==> config.mk <==
export PLATFORM = sky130hd
export DESIGN_NAME = sha256_stream_hasher_top_flat
export DESIGN_NICKNAME = d
export VERILOG_FILES = /design/src/rtl/sha256_pkg.sv /design/src/rtl/sha256_in_if.sv /design/src/rtl/sha256_out_if.sv /design/src/rtl/sha256_datapath.sv /design/src/rtl/sha256_ctrl.sv /design/src/rtl/sha256_stream_hasher_top.sv /design/src/flat_wrapper.sv
export SDC_FILE = /design/constraint.sdc
export NUM_CORES = 2
export LEC_CHECK = 0
export ABC_CLOCK_PERIOD_IN_PS = 57000
export BUFFER_PORTS_ARGS = -buffer_cell sky130_fd_sc_hd__buf_4
export CAP_MARGIN = 10
export CORE_ASPECT_RATIO = 1.25
export CORE_MARGIN = 8
export CORE_UTILIZATION = 70
export CTS_CLUSTER_SIZE = 30
export DETAILED_ROUTE_END_ITERATION = 10
export GPL_TIMING_DRIVEN = 1
export PLACE_DENSITY = 0.87
export SKIP_CTS_REPAIR_TIMING = 1
export SYNTH_ARGS = -nofsm -noshare
export SYNTH_HDL_FRONTEND = slang
export SYNTH_SLANG_ARGS = --single-unit
==> constraint.sdc <==
create_clock -name clk -period 57 [get_ports clk]
set_input_delay 0 -clock clk [delete_from_list [all_inputs] [get_ports clk]]
set_output_delay 0 -clock clk [all_outputs]
set_load 0.01 [all_outputs]
==> src/rtl/sha256_pkg.sv <==
`timescale 1ns / 1ps
// ----------------------------------------------------------------------------
// SHA-256 stream hasher package
// Shared types, constants and round functions.
// ----------------------------------------------------------------------------
package sha256_pkg;

    typedef logic [31:0] word_t;

    localparam word_t IV_WORDS [8] = '{
        32'h6a09e667, 32'hbb67ae85, 32'h3c6ef372, 32'ha54ff53a,
        32'h510e527f, 32'h9b05688c, 32'h1f83d9ab, 32'h5be0cd19
    };

    localparam word_t ROUND_K [64] = '{
        32'h428a2f98, 32'h71374491, 32'hb5c0fbcf, 32'he9b5dba5,
        32'h3956c25b, 32'h59f111f1, 32'h923f82a4, 32'hab1c5ed5,
        32'hd807aa98, 32'h12835b01, 32'h243185be, 32'h550c7dc3,
        32'h72be5d74, 32'h80deb1fe, 32'h9bdc06a7, 32'hc19bf174,
        32'he49b69c1, 32'hefbe4786, 32'h0fc19dc6, 32'h240ca1cc,
        32'h2de92c6f, 32'h4a7484aa, 32'h5cb0a9dc, 32'h76f988da,
        32'h983e5152, 32'ha831c66d, 32'hb00327c8, 32'hbf597fc7,
        32'hc6e00bf3, 32'hd5a79147, 32'h06ca6351, 32'h14292967,
        32'h27b70a85, 32'h2e1b2138, 32'h4d2c6dfc, 32'h53380d13,
        32'h650a7354, 32'h766a0abb, 32'h81c2c92e, 32'h92722c85,
        32'ha2bfe8a1, 32'ha81a664b, 32'hc24b8b70, 32'hc76c51a3,
        32'hd192e819, 32'hd6990624, 32'hf40e3585, 32'h106aa070,
        32'h19a4c116, 32'h1e376c08, 32'h2748774c, 32'h34b0bcb5,
        32'h391c0cb3, 32'h4ed8aa4a, 32'h5b9cca4f, 32'h682e6ff3,
        32'h748f82ee, 32'h78a5636f, 32'h84c87814, 32'h8cc70208,
        32'h90befffa, 32'ha4506ceb, 32'hbef9a3f7, 32'hc67178f2
    };

    localparam logic [7:0] PAD_BYTE   = 8'h80;
    localparam logic [5:0] LEN_OFFSET = 6'd56;

    // Byte operations of the buffer, chosen by the controller.
    typedef enum logic [1:0] {
        BOP_NONE = 2'd0,
        BOP_DATA = 2'd1,
        BOP_PAD  = 2'd2,
        BOP_ZERO = 2'd3
    } byte_op_t;

    typedef struct packed {
        byte_op_t   byte_op;     // write into buffer at fill index
        logic       count_bits;  // add 8 to bit length
        logic       len_write;   // write length byte at fill index
        logic       start_comp;  // begin 64-round compression
        logic       reset_msg;   // restore IV, clear counters
        logic       out_load;    // load digest word at out index
        logic [2:0] out_index;
    } dp_cmd_t;

    typedef struct packed {
        logic [5:0] fill_index;
        logic       comp_busy;
    } dp_status_t;

    function automatic word_t rotr(input word_t v, input int unsigned r);
        rotr = (v >> r) | (v << (32 - r));
    endfunction

    function automatic word_t ssig0(input word_t x);
        ssig0 = rotr(x, 7) ^ rotr(x, 18) ^ (x >> 3);
    endfunction

    function automatic word_t ssig1(input word_t x);
        ssig1 = rotr(x, 17) ^ rotr(x, 19) ^ (x >> 10);
    endfunction

    function automatic word_t bsig0(input word_t x);
        bsig0 = rotr(x, 2) ^ rotr(x, 13) ^ rotr(x, 22);
    endfunction

    function automatic word_t bsig1(input word_t x);
        bsig1 = rotr(x, 6) ^ rotr(x, 11) ^ rotr(x, 25);
    endfunction

endpackage

==> src/rtl/sha256_in_if.sv <==
`timescale 1ns / 1ps
// ----------------------------------------------------------------------------
// Input channel interface
// Valid/ready channel carrying one message byte beat.
// ----------------------------------------------------------------------------
interface sha256_in_if;
    logic       valid;
    logic       ready;
    logic [7:0] data_byte;
    logic       byte_present;
    logic       is_last;

    modport source (output valid, data_byte, byte_present, is_last, input ready);
    modport sink   (input valid, data_byte, byte_present, is_last, output ready);
endinterface

==> src/rtl/sha256_out_if.sv <==
`timescale 1ns / 1ps
// ----------------------------------------------------------------------------
// Output channel interface
// Valid/ready channel carrying one digest word beat.
// ----------------------------------------------------------------------------
interface sha256_out_if;
    logic        valid;
    logic        ready;
    logic [31:0] digest_word;
    logic [2:0]  word_index;
    logic        last_word;

    modport source (output valid, digest_word, word_index, last_word, input ready);
    modport sink   (input valid, digest_word, word_index, last_word, output ready);
endinterface

==> src/rtl/sha256_datapath.sv <==
`timescale 1ns / 1ps
// ----------------------------------------------------------------------------
// SHA-256 datapath
// Block buffer, message schedule, one round per cycle, chaining words.
// ----------------------------------------------------------------------------
module sha256_datapath (
    input  logic                   clk,
    input  logic                   rst_n,
    input  sha256_pkg::dp_cmd_t    cmd,
    input  logic [7:0]             data_byte,
    output sha256_pkg::dp_status_t status,
    output logic [31:0]            out_word
);
    import sha256_pkg::*;

    logic [7:0]  buf_mem [64];
    logic [5:0]  fill_reg, fill_next;
    logic [63:0] bits_reg, bits_next;
    word_t       chain_reg [8];
    word_t       v_reg [8];
    word_t       w_reg [16];       // sliding schedule window
    logic [6:0]  round_reg, round_next; // 0..64; 64 = finalize
    logic        busy_reg, busy_next;
    logic        load_reg;          // one cycle: load window and working vars
    word_t       out_reg;

    word_t w_cur, w_new, t1, t2, maj, ch;
    logic [7:0] len_byte;

    // Length byte for positions 56..63, big-endian.
    always_comb
    begin
        unique case (fill_reg[2:0])
            3'd0: len_byte = bits_reg[63:56];
            3'd1: len_byte = bits_reg[55:48];
            3'd2: len_byte = bits_reg[47:40];
            3'd3: len_byte = bits_reg[39:32];
            3'd4: len_byte = bits_reg[31:24];
            3'd5: len_byte = bits_reg[23:16];
            3'd6: len_byte = bits_reg[15:8];
            default: len_byte = bits_reg[7:0];
        endcase
    end

    // Buffer writes: 64 byte registers read at fixed places for the window load.
    always_ff @(posedge clk)
    begin
        if (cmd.len_write)
        begin
            buf_mem[fill_reg] <= len_byte;
        end
        else
        begin
            unique case (cmd.byte_op)
                BOP_DATA: buf_mem[fill_reg] <= data_byte;
                BOP_PAD:  buf_mem[fill_reg] <= PAD_BYTE;
                BOP_ZERO: buf_mem[fill_reg] <= 8'h00;
                default:  ;
            endcase
        end
    end

    always_comb
    begin
        fill_next = fill_reg;
        bits_next = bits_reg;
        if (cmd.byte_op != BOP_NONE || cmd.len_write)
        begin
            fill_next = fill_reg + 6'd1;
        end
        if (cmd.count_bits)
        begin
            bits_next = bits_reg + 64'd8;
        end
        if (cmd.reset_msg)
        begin
            fill_next = '0;
            bits_next = '0;
        end
    end

    // Round logic.
    assign w_cur = w_reg[0];
    assign w_new = w_reg[0] + ssig0(w_reg[1]) + w_reg[9] + ssig1(w_reg[14]);
    assign ch    = (v_reg[4] & v_reg[5]) ^ (~v_reg[4] & v_reg[6]);
    assign maj   = (v_reg[0] & v_reg[1]) ^ (v_reg[0] & v_reg[2]) ^ (v_reg[1] & v_reg[2]);
    assign t1    = v_reg[7] + bsig1(v_reg[4]) + ch + ROUND_K[round_reg[5:0]] + w_cur;
    assign t2    = bsig0(v_reg[0]) + maj;

    always_comb
    begin
        busy_next  = busy_reg;
        round_next = round_reg;
        if (cmd.start_comp)
        begin
            busy_next  = 1'b1;
            round_next = '0;
        end
        else if (busy_reg && !load_reg)
        begin
            if (round_reg == 7'd64)
            begin
                busy_next = 1'b0;
            end
            else
            begin
                round_next = round_reg + 7'd1;
            end
        end
    end

    always_ff @(posedge clk or negedge rst_n)
    begin
        if (!rst_n)
        begin
            fill_reg  <= '0;
            bits_reg  <= '0;
            busy_reg  <= 1'b0;
            load_reg  <= 1'b0;
            round_reg <= '0;
            for (int i = 0; i < 8; i++)
            begin
                chain_reg[i] <= IV_WORDS[i];
            end
        end
        else
        begin
            fill_reg  <= fill_next;
            bits_reg  <= bits_next;
            busy_reg  <= busy_next;
            load_reg  <= cmd.start_comp;
            round_reg <= round_next;
            if (cmd.reset_msg)
            begin
                for (int i = 0; i < 8; i++)
                begin
                    chain_reg[i] <= IV_WORDS[i];
                end
            end
            else if (busy_reg && !load_reg && round_reg == 7'd64)
            begin
                for (int i = 0; i < 8; i++)
                begin
                    chain_reg[i] <= chain_reg[i] + v_reg[i];
                end
            end
        end
    end

    always_ff @(posedge clk)
    begin
        if (load_reg)
        begin
            for (int i = 0; i < 16; i++)
            begin
                w_reg[i] <= {buf_mem[4*i], buf_mem[4*i+1], buf_mem[4*i+2], buf_mem[4*i+3]};
            end
            for (int i = 0; i < 8; i++)
            begin
                v_reg[i] <= chain_reg[i];
            end
        end
        else if (busy_reg && round_reg != 7'd64)
        begin
            for (int i = 0; i < 15; i++)
            begin
                w_reg[i] <= w_reg[i+1];
            end
            w_reg[15] <= w_new;
            v_reg[7] <= v_reg[6];
            v_reg[6] <= v_reg[5];
            v_reg[5] <= v_reg[4];
            v_reg[4] <= v_reg[3] + t1;
            v_reg[3] <= v_reg[2];
            v_reg[2] <= v_reg[1];
            v_reg[1] <= v_reg[0];
            v_reg[0] <= t1 + t2;
        end
        if (cmd.out_load)
        begin
            out_reg <= chain_reg[cmd.out_index];
        end
    end

    assign status.fill_index = fill_reg;
    assign status.comp_busy  = busy_reg;
    assign out_word          = out_reg;

endmodule

==> src/rtl/sha256_ctrl.sv <==
`timescale 1ns / 1ps
// ----------------------------------------------------------------------------
// SHA-256 controller
// Sequences absorb, padding, compression and digest output.
// ----------------------------------------------------------------------------
module sha256_ctrl (
    input  logic                   clk,
    input  logic                   rst_n,
    input  logic                   in_valid,
    input  logic                   in_present,
    input  logic                   in_last,
    output logic                   in_ready,
    output logic                   out_valid,
    input  logic                   out_ready,
    output logic [2:0]             out_index,
    output logic                   out_last,
    input  sha256_pkg::dp_status_t status,
    output sha256_pkg::dp_cmd_t    cmd
);
    import sha256_pkg::*;

    typedef enum logic [6:0] {
        S_IDLE  = 7'b0000001,
        S_WAIT  = 7'b0000010, // compression of a full data block
        S_PAD   = 7'b0000100, // write pad, zero and length bytes
        S_CPAD  = 7'b0001000, // compression of a padding block
        S_LOAD  = 7'b0010000,
        S_OUT   = 7'b0100000,
        S_SETUP = 7'b1000000  // compression start cycle
    } state_t;

    state_t     state_reg, state_next;
    logic       padded_reg, padded_next;   // 0x80 already written
    logic       final_reg, final_next;     // padding block carries length
    logic       tofinal_reg, tofinal_next; // after SETUP go to CPAD
    logic [2:0] idx_reg, idx_next;
    logic       acc;

    assign acc       = in_valid && in_ready;
    assign in_ready  = (state_reg == S_IDLE);
    assign out_valid = (state_reg == S_OUT);
    assign out_index = idx_reg;
    assign out_last  = (idx_reg == 3'd7);

    always_comb
    begin
        state_next   = state_reg;
        padded_next  = padded_reg;
        final_next   = final_reg;
        tofinal_next = tofinal_reg;
        idx_next     = idx_reg;
        cmd          = '0;
        cmd.byte_op  = BOP_NONE;
        cmd.out_index = idx_reg;
        unique case (state_reg)
            S_IDLE:
            begin
                if (acc)
                begin
                    if (in_present)
                    begin
                        cmd.byte_op    = BOP_DATA;
                        cmd.count_bits = 1'b1;
                        if (status.fill_index == 6'd63)
                        begin
                            cmd.start_comp = 1'b1;
                            tofinal_next   = 1'b0;
                            state_next     = S_SETUP;
                        end
                    end
                    padded_next = 1'b0;
                    if (in_last)
                    begin
                        final_next = 1'b1; // message must be closed
                        if (!(in_present && status.fill_index == 6'd63))
                        begin
                            state_next = S_PAD;
                        end
                    end
                    else
                    begin
                        final_next = 1'b0;
                    end
                end
            end
            S_SETUP:
            begin
                state_next = tofinal_reg ? S_CPAD : S_WAIT;
            end
            S_WAIT:
            begin
                if (!status.comp_busy)
                begin
                    state_next = final_reg ? S_PAD : S_IDLE;
                end
            end
            S_PAD:
            begin
                if (!padded_reg)
                begin
                    cmd.byte_op = BOP_PAD;
                    padded_next = 1'b1;
                end
                else if (status.fill_index >= LEN_OFFSET && !final_reg)
                begin
                    cmd.byte_op = BOP_ZERO;
                end
                else if (status.fill_index >= LEN_OFFSET)
                begin
                    cmd.len_write = 1'b1;
                end
                else
                begin
                    cmd.byte_op = BOP_ZERO;
                end
                // final_reg here means "this block may carry the length";
                // once 0x80 lands past byte 55 the length goes in a next block.
                if (!padded_reg && status.fill_index >= 6'd56)
                begin
                    final_next = 1'b0;
                end
                if (status.fill_index == 6'd63)
                begin
                    cmd.start_comp = 1'b1;
                    tofinal_next   = 1'b1;
                    state_next     = S_SETUP;
                end
            end
            S_CPAD:
            begin
                if (!status.comp_busy)
                begin
                    if (final_reg)
                    begin
                        state_next = S_LOAD;
                        idx_next   = '0;
                    end
                    else
                    begin
                        final_next = 1'b1;
                        state_next = S_PAD;
                    end
                end
            end
            S_LOAD:
            begin
                cmd.out_load = 1'b1;
                state_next   = S_OUT;
            end
            S_OUT:
            begin
                if (out_ready)
                begin
                    if (idx_reg == 3'd7)
                    begin
                        cmd.reset_msg = 1'b1;
                        state_next    = S_IDLE;
                    end
                    else
                    begin
                        idx_next   = idx_reg + 3'd1;
                        state_next = S_LOAD;
                    end
                end
            end
            default:
            begin
                state_next = S_IDLE;
            end
        endcase
    end

    always_ff @(posedge clk or negedge rst_n)
    begin
        if (!rst_n)
        begin
            state_reg   <= S_IDLE;
            padded_reg  <= 1'b0;
            final_reg   <= 1'b0;
            tofinal_reg <= 1'b0;
            idx_reg     <= '0;
        end
        else
        begin
            state_reg   <= state_next;
            padded_reg  <= padded_next;
            final_reg   <= final_next;
            tofinal_reg <= tofinal_next;
            idx_reg     <= idx_next;
        end
    end

endmodule

==> src/rtl/sha256_stream_hasher_top.sv <==
`timescale 1ns / 1ps
// ----------------------------------------------------------------------------
// SHA-256 stream hasher top
// Byte-serial SHA-256: absorbs message bytes, pads, emits eight digest words.
// ----------------------------------------------------------------------------
// Throughput: one byte beat per cycle while the block buffer fills; each full
//   64-byte block then holds input during load, 64 rounds, add and return.
// After a last beat: padding bytes go in at one per cycle, then one or two
//   compressions run; each digest word is loaded, then shown until taken.
// Reset: rst_n asynchronous active low; chaining words return to the IV,
//   byte and bit counters clear. The buffer needs no clearing.
// ----------------------------------------------------------------------------
module sha256_stream_hasher_top (
    input  logic         clk,
    input  logic         rst_n,
    sha256_in_if.sink    in_ch,
    sha256_out_if.source out_ch
);
    import sha256_pkg::*;

    dp_cmd_t    cmd;
    dp_status_t status;
    logic [31:0] word;

    // Controller: only command/status reach the datapath.
    sha256_ctrl u_ctrl (
        .clk        (clk),
        .rst_n      (rst_n),
        .in_valid   (in_ch.valid),
        .in_present (in_ch.byte_present),
        .in_last    (in_ch.is_last),
        .in_ready   (in_ch.ready),
        .out_valid  (out_ch.valid),
        .out_ready  (out_ch.ready),
        .out_index  (out_ch.word_index),
        .out_last   (out_ch.last_word),
        .status     (status),
        .cmd        (cmd)
    );

    // Datapath: buffer, schedule window, round unit, chaining words.
    sha256_datapath u_dp (
        .clk       (clk),
        .rst_n     (rst_n),
        .cmd       (cmd),
        .data_byte (in_ch.data_byte),
        .status    (status),
        .out_word  (word)
    );

    assign out_ch.digest_word = word;

endmodule
==> src/flat_wrapper.sv <==
// flat-port wrapper written by rule: the top's interface ports become plain ports
module sha256_stream_hasher_top_flat import sha256_pkg::*;
  (clk, rst_n, in_ch_valid, in_ch_data_byte, in_ch_byte_present, in_ch_is_last, in_ch_ready, out_ch_valid, out_ch_digest_word, out_ch_word_index, out_ch_last_word, out_ch_ready);
  sha256_in_if in_ch_i ();
  sha256_out_if out_ch_i ();
  input  logic clk;
  input  logic rst_n;
  input wire logic [$bits(in_ch_i.valid)-1:0] in_ch_valid;
  input wire logic [$bits(in_ch_i.data_byte)-1:0] in_ch_data_byte;
  input wire logic [$bits(in_ch_i.byte_present)-1:0] in_ch_byte_present;
  input wire logic [$bits(in_ch_i.is_last)-1:0] in_ch_is_last;
  output wire logic [$bits(in_ch_i.ready)-1:0] in_ch_ready;
  output wire logic [$bits(out_ch_i.valid)-1:0] out_ch_valid;
  output wire logic [$bits(out_ch_i.digest_word)-1:0] out_ch_digest_word;
  output wire logic [$bits(out_ch_i.word_index)-1:0] out_ch_word_index;
  output wire logic [$bits(out_ch_i.last_word)-1:0] out_ch_last_word;
  input wire logic [$bits(out_ch_i.ready)-1:0] out_ch_ready;
  assign in_ch_i.valid = in_ch_valid;
  assign in_ch_i.data_byte = in_ch_data_byte;
  assign in_ch_i.byte_present = in_ch_byte_present;
  assign in_ch_i.is_last = in_ch_is_last;
  assign in_ch_ready = in_ch_i.ready;
  assign out_ch_valid = out_ch_i.valid;
  assign out_ch_digest_word = out_ch_i.digest_word;
  assign out_ch_word_index = out_ch_i.word_index;
  assign out_ch_last_word = out_ch_i.last_word;
  assign out_ch_i.ready = out_ch_ready;
  sha256_stream_hasher_top u_core (.clk(clk), .rst_n(rst_n), .in_ch(in_ch_i), .out_ch(out_ch_i));
endmodule
==> report_table.html <==
<table>
<tr><th>Metric</th><th>Value</th></tr>
<tr><th colspan="2">Synth</th></tr>
<tr><td>Average instance area after synthesis</td><td>approximately 11 sq um</td></tr>
<tr><td>Cell Area, Synth</td><td>around 93000 sq um</td></tr>
<tr><td>Total of flip-flops plus latches after synthesis</td><td>between 1500 and 2000</td></tr>
<tr><td>Share of synthesized area occupied by flip-flops and latches</td><td>between 50% and 60%</td></tr>
<tr><td>Ranking of synthesized cells by area</td><td>edfxtp_1, nand2_1, dfrtp_1</td></tr>
<tr><td>Post-synth net total</td><td>approximately 9400</td></tr>
<tr><td>Distinct cell type count of the synthesized netlist</td><td>102</td></tr>
<tr><td>Post-synth top area cell</td><td>edfxtp_1</td></tr>
<tr><td>Synth top cells by count</td><td>nand2_1, edfxtp_1, a21oi_1, o21ai_0, ha_1</td></tr>
<tr><td>Number of enable flip-flop cells after synthesis</td><td>1312</td></tr>
<tr><td>Dominant register cell in the synthesized netlist</td><td>edfxtp_1</td></tr>
<tr><td>Number of warnings printed during yosys synthesis</td><td>0</td></tr>
<tr><td>Post-synthesis async set-or-reset flop share</td><td>a little over a fifth</td></tr>
<tr><td>Post-Syn Instances</td><td>just under 9000</td></tr>
<tr><td>Most numerous cell in the Yosys netlist</td><td>nand2_1</td></tr>
<tr><td>Portion of synthesized cell area occupied by the leading cell type</td><td>42.2%</td></tr>
<tr><th colspan="2">Placed design</th></tr>
<tr><td>Placed inst area</td><td>95200 sq um</td></tr>
<tr><td>Number of I/O port buffers</td><td>between 50 and 60</td></tr>
<tr><td>Instance count after placement with tap cells included</td><td>slightly above 10000</td></tr>
<tr><td>Final weighted congestion in routability-driven placement</td><td>roughly 1.0</td></tr>
<tr><td>DP Wirelength</td><td>204 mm</td></tr>
<tr><th colspan="2">Worst setup path</th></tr>
<tr><td>WP buf/inv</td><td>5</td></tr>
<tr><td>Worst Setup SP</td><td>u_core.u_dp.round_reg[1]$_DFFE_PN0P_</td></tr>
<tr><td>Setup CP Type</td><td>reg2reg</td></tr>
<tr><td>Element type at the critical path start</td><td>flop</td></tr>
<tr><td>Critical register-to-register path endpoint</td><td>u_core.u_dp.v_reg[0][31]$_DFFE_PP_</td></tr>
<tr><td>Data required time at the worst endpoint</td><td>approximately 58 ns</td></tr>
<tr><td>Launch point of the worst reg-to-reg path</td><td>u_core.u_dp.round_reg[1]$_DFFE_PN0P_</td></tr>
<tr><td>Delay of the slowest cell on the worst path</td><td>~0.86 ns</td></tr>
<tr><td>CP Max Fanout</td><td>20</td></tr>
<tr><td>Register-to-Register Setup Slack</td><td>45.93 ns</td></tr>
<tr><td>Gate family responsible for the most delay along the worst path</td><td>adder cells</td></tr>
<tr><td>CP Data Arrival Time</td><td>11.62 ns</td></tr>
<tr><td>Crit path capture type</td><td>flop</td></tr>
<tr><td>CP max stage cell</td><td>dfrtp_1</td></tr>
<tr><td>Count of cells along the worst register-to-register path</td><td>36</td></tr>
<tr><th colspan="2">STA</th></tr>
<tr><td>Count of endpoints failing setup in the final report</td><td>0</td></tr>
<tr><td>Clk_skew</td><td>between 0.04 and 0.05 ns</td></tr>
<tr><td>Setup TNS</td><td>0 ns</td></tr>
<tr><td>Fin crit period</td><td>between 10 and 15 ns</td></tr>
<tr><td>Transition time at the pin with the least slew margin</td><td>approximately 1.3 ns</td></tr>
<tr><td>Count of pins over their slew limit</td><td>0</td></tr>
<tr><td>Maximum frequency from static timing analysis</td><td>0.0904 GHz</td></tr>
<tr><td>RSZ-0062 raised after global routing</td><td>no</td></tr>
<tr><td>Hold Vio Cnt, Final</td><td>0</td></tr>
<tr><td>Final period util</td><td>around 19%</td></tr>
<tr><td>Headroom to the max-slew limit</td><td>roughly 16%</td></tr>
<tr><th colspan="2">Drt</th></tr>
<tr><td>Via count of the routed design</td><td>roughly 70000</td></tr>
<tr><td>Detailed-routing iteration count for the pre-antenna-repair pass</td><td>7</td></tr>
<tr><td>Routed vias/inst</td><td>6.82</td></tr>
<tr><td>Count of antenna-violating nets left after detailed routing</td><td>0</td></tr>
<tr><td>Final wirelength</td><td>approximately 300 mm</td></tr>
<tr><td>Number of remaining DRC errors</td><td>0</td></tr>
<tr><td>Routed wirelength normalized by instance count</td><td>between 20 and 30 um</td></tr>
<tr><td>Drt initial violations</td><td>roughly 8800</td></tr>
<tr><th colspan="2">Power and ir drop</th></tr>
<tr><td>Power per cell area</td><td>40.8 nW/um^2</td></tr>
<tr><td>Total power draw</td><td>4.10 mW</td></tr>
<tr><td>Leakage power of the design</td><td>between 40 and 50 nW</td></tr>
<tr><td>Highest ir drop seen on vdd</td><td>between 0.04 and 0.05 mV</td></tr>
<tr><th colspan="2">Layout</th></tr>
<tr><td>Area growth from synthesis to final layout</td><td>7.76%</td></tr>
<tr><td>Final non-filler cell total</td><td>~11000</td></tr>
<tr><td>Net count, final</td><td>~9300</td></tr>
<tr><td>Share of cells above drive strength 1</td><td>9.49%</td></tr>
<tr><td>Core Util, Final</td><td>75.7%</td></tr>
<tr><td>Final non-filler cell area</td><td>slightly above 100000 sq um</td></tr>
<tr><th colspan="2">GRT</th></tr>
<tr><td>Global route overflow</td><td>0</td></tr>
<tr><td>Initial antenna violation count</td><td>3</td></tr>
<tr><td>Maximum number of pins on one net before global-route repair</td><td>a little under 200</td></tr>
<tr><td>Vias in the first global route</td><td>slightly above 70000</td></tr>
<tr><td>Global-route wire length before repair</td><td>approximately 450 mm</td></tr>
<tr><td>GRT Resource Usage Total</td><td>41.1%</td></tr>
<tr><th colspan="2">Clock network</th></tr>
<tr><td>Clock Latency Late Sink</td><td>0.83 ns</td></tr>
<tr><td>Level count of the clock H-tree</td><td>4</td></tr>
<tr><td># clock sinks</td><td>1657</td></tr>
<tr><td>TritonCTS buffer count</td><td>between 150 and 200</td></tr>
<tr><td>Master cell of the clock root buffer</td><td>clkbuf_16</td></tr>
<tr><td>Clock buffer depth</td><td>3</td></tr>
<tr><td>Clock tree from TritonCTS</td><td>yes</td></tr>
<tr><td>Post-CTS clock slew at the launch and capture registers of the worst setup and hold paths</td><td>about 0.060 ns</td></tr>
<tr><th colspan="2">Floorplanning</th></tr>
<tr><td>Die X</td><td>between 300 and 400 um</td></tr>
<tr><td>Initial cell density of the core</td><td>70.2%</td></tr>
<tr><td>Die footprint</td><td>145000 sq um</td></tr>
<tr><td>Rows</td><td>150</td></tr>
<tr><td>Height of the chip</td><td>around 420 um</td></tr>
<tr><td>IO Pins</td><td>52</td></tr>
<tr><td>Core Region</td><td>between 100000 and 150000 sq um</td></tr>
<tr><th colspan="2">Min path</th></tr>
<tr><td>Kind of path behind the tightest hold check</td><td>in2async</td></tr>
<tr><th colspan="2">Flow run</th></tr>
<tr><td>Max-cap violations</td><td>0</td></tr>
<tr><th colspan="2">Status</th></tr>
<tr><td>Outcome</td><td>finished clean</td></tr>
</table>
-- cell type report --
| cell class | count | area [sq um] |
|---|---|---|
| Inverter | 333 | 1250 |
| Fill cell | 8159 | 32400 |
| Sequential cell | 1657 | 48200 |
| Antenna cell | 1 | 2.50 |
| Clock buffer | 199 | 4260 |
| Timing Repair Buffer | 139 | 1190 |
| Clock inverter | 95 | 1040 |
| Multi-Input combinational cell | 6379 | 42500 |
| Tap cell | 1748 | 2190 |
-- routing by layer --
metal,GRT usage [%],part of all wire (%),vias to the layer above
met3,7.98,9.5,1364
met1,46.3,32,34800
met4,32.3,9.9,2
met2,68.5,48,5064
met5,0,0.0059,-
li1,-,-,30700
-- stage by stage --
step | hold slack [ns] | setup WS, ns
5_1_grt | 0.0447 | 45.54
2_1_floorplan | -0.296 | 37.83
4_1_cts | -0.742 | 46.19
3_5_place_dp | 0.120 | 46.17
6_report | 0.0391 | 45.93
3_3_place_gp | 0.120 | 46.33
-- layout by cell type, fill, tap and decap left out, types with 46 or more instances in the layout --
| cell | n |
|---|---|
| nand2_1 | 2257 |
| edfxtp_1 | 1312 |
| a21oi_1 | 460 |
| o21ai_0 | 415 |
| ha_1 | 401 |
| xnor2_1 | 391 |
| nor2_1 | 371 |
| inv_1 | 327 |
| xor2_1 | 228 |
| a21o_1 | 204 |
| dfrtp_1 | 202 |
| fa_1 | 195 |
| mux2_2 | 189 |
| clkbuf_16 | 163 |
| dfstp_2 | 137 |
| nand3_1 | 126 |
| buf_4 | 119 |
| o211ai_1 | 115 |
| mux4_2 | 69 |
| nor3_1 | 68 |
| nand2b_1 | 66 |
| a211oi_1 | 63 |
| and3_1 | 61 |
| o21bai_1 | 59 |
| nor2b_1 | 51 |
| or3_1 | 46 |
-- report_power, final --
| group | total, mW | leakage (nW) | internal [mW] | switching [mW] |
|---|---|---|---|---|
| Sequential | 1.54 | 17.0 | 1.49 | 0.0535 |
| Clock | 1.09 | 2.56 | 0.598 | 0.497 |
| Combinational | 1.47 | 22.0 | 0.546 | 0.921 |
-- worst reg2reg max path, delay by kind of cell (launching register included) --
family,cells,cell delay (ns)
flops,1,0.86
simple gates,6,1.30
compound gates,14,3.43
fa+ha+maj,8,3.93
buf+inv,5,0.62
xor+xnor,3,0.66
-- kinds of logic after synthesis --
group	Yosys count	synth area share, %
buf+inv	749	3.03
fa+ha+maj	600	9.59
flops	1657	51.6
compound gates	1668	11.4
simple gates	3201	14.3
mux	291	4.30
xor+xnor	619	5.80
-- worst max-delay path by stage --
stage / to / slack, ns / cells past startpoint
floorplan: u_core.u_dp.v_reg[0][0]$_DFFE_PP_ / 37.83 / 7
global placement: u_core.u_dp.v_reg[0][31]$_DFFE_PP_ / 46.33 / 36
detailed placement: u_core.u_dp.v_reg[0][31]$_DFFE_PP_ / 46.17 / 36
CTS: u_core.u_dp.v_reg[0][31]$_DFFE_PP_ / 46.19 / 36
global route: u_core.u_dp.v_reg[0][31]$_DFFE_PP_ / 45.54 / 35
finish: u_core.u_dp.v_reg[0][31]$_DFFE_PP_ / 45.93 / 36
No activity file was read; power rests on OpenSTA's default activity.
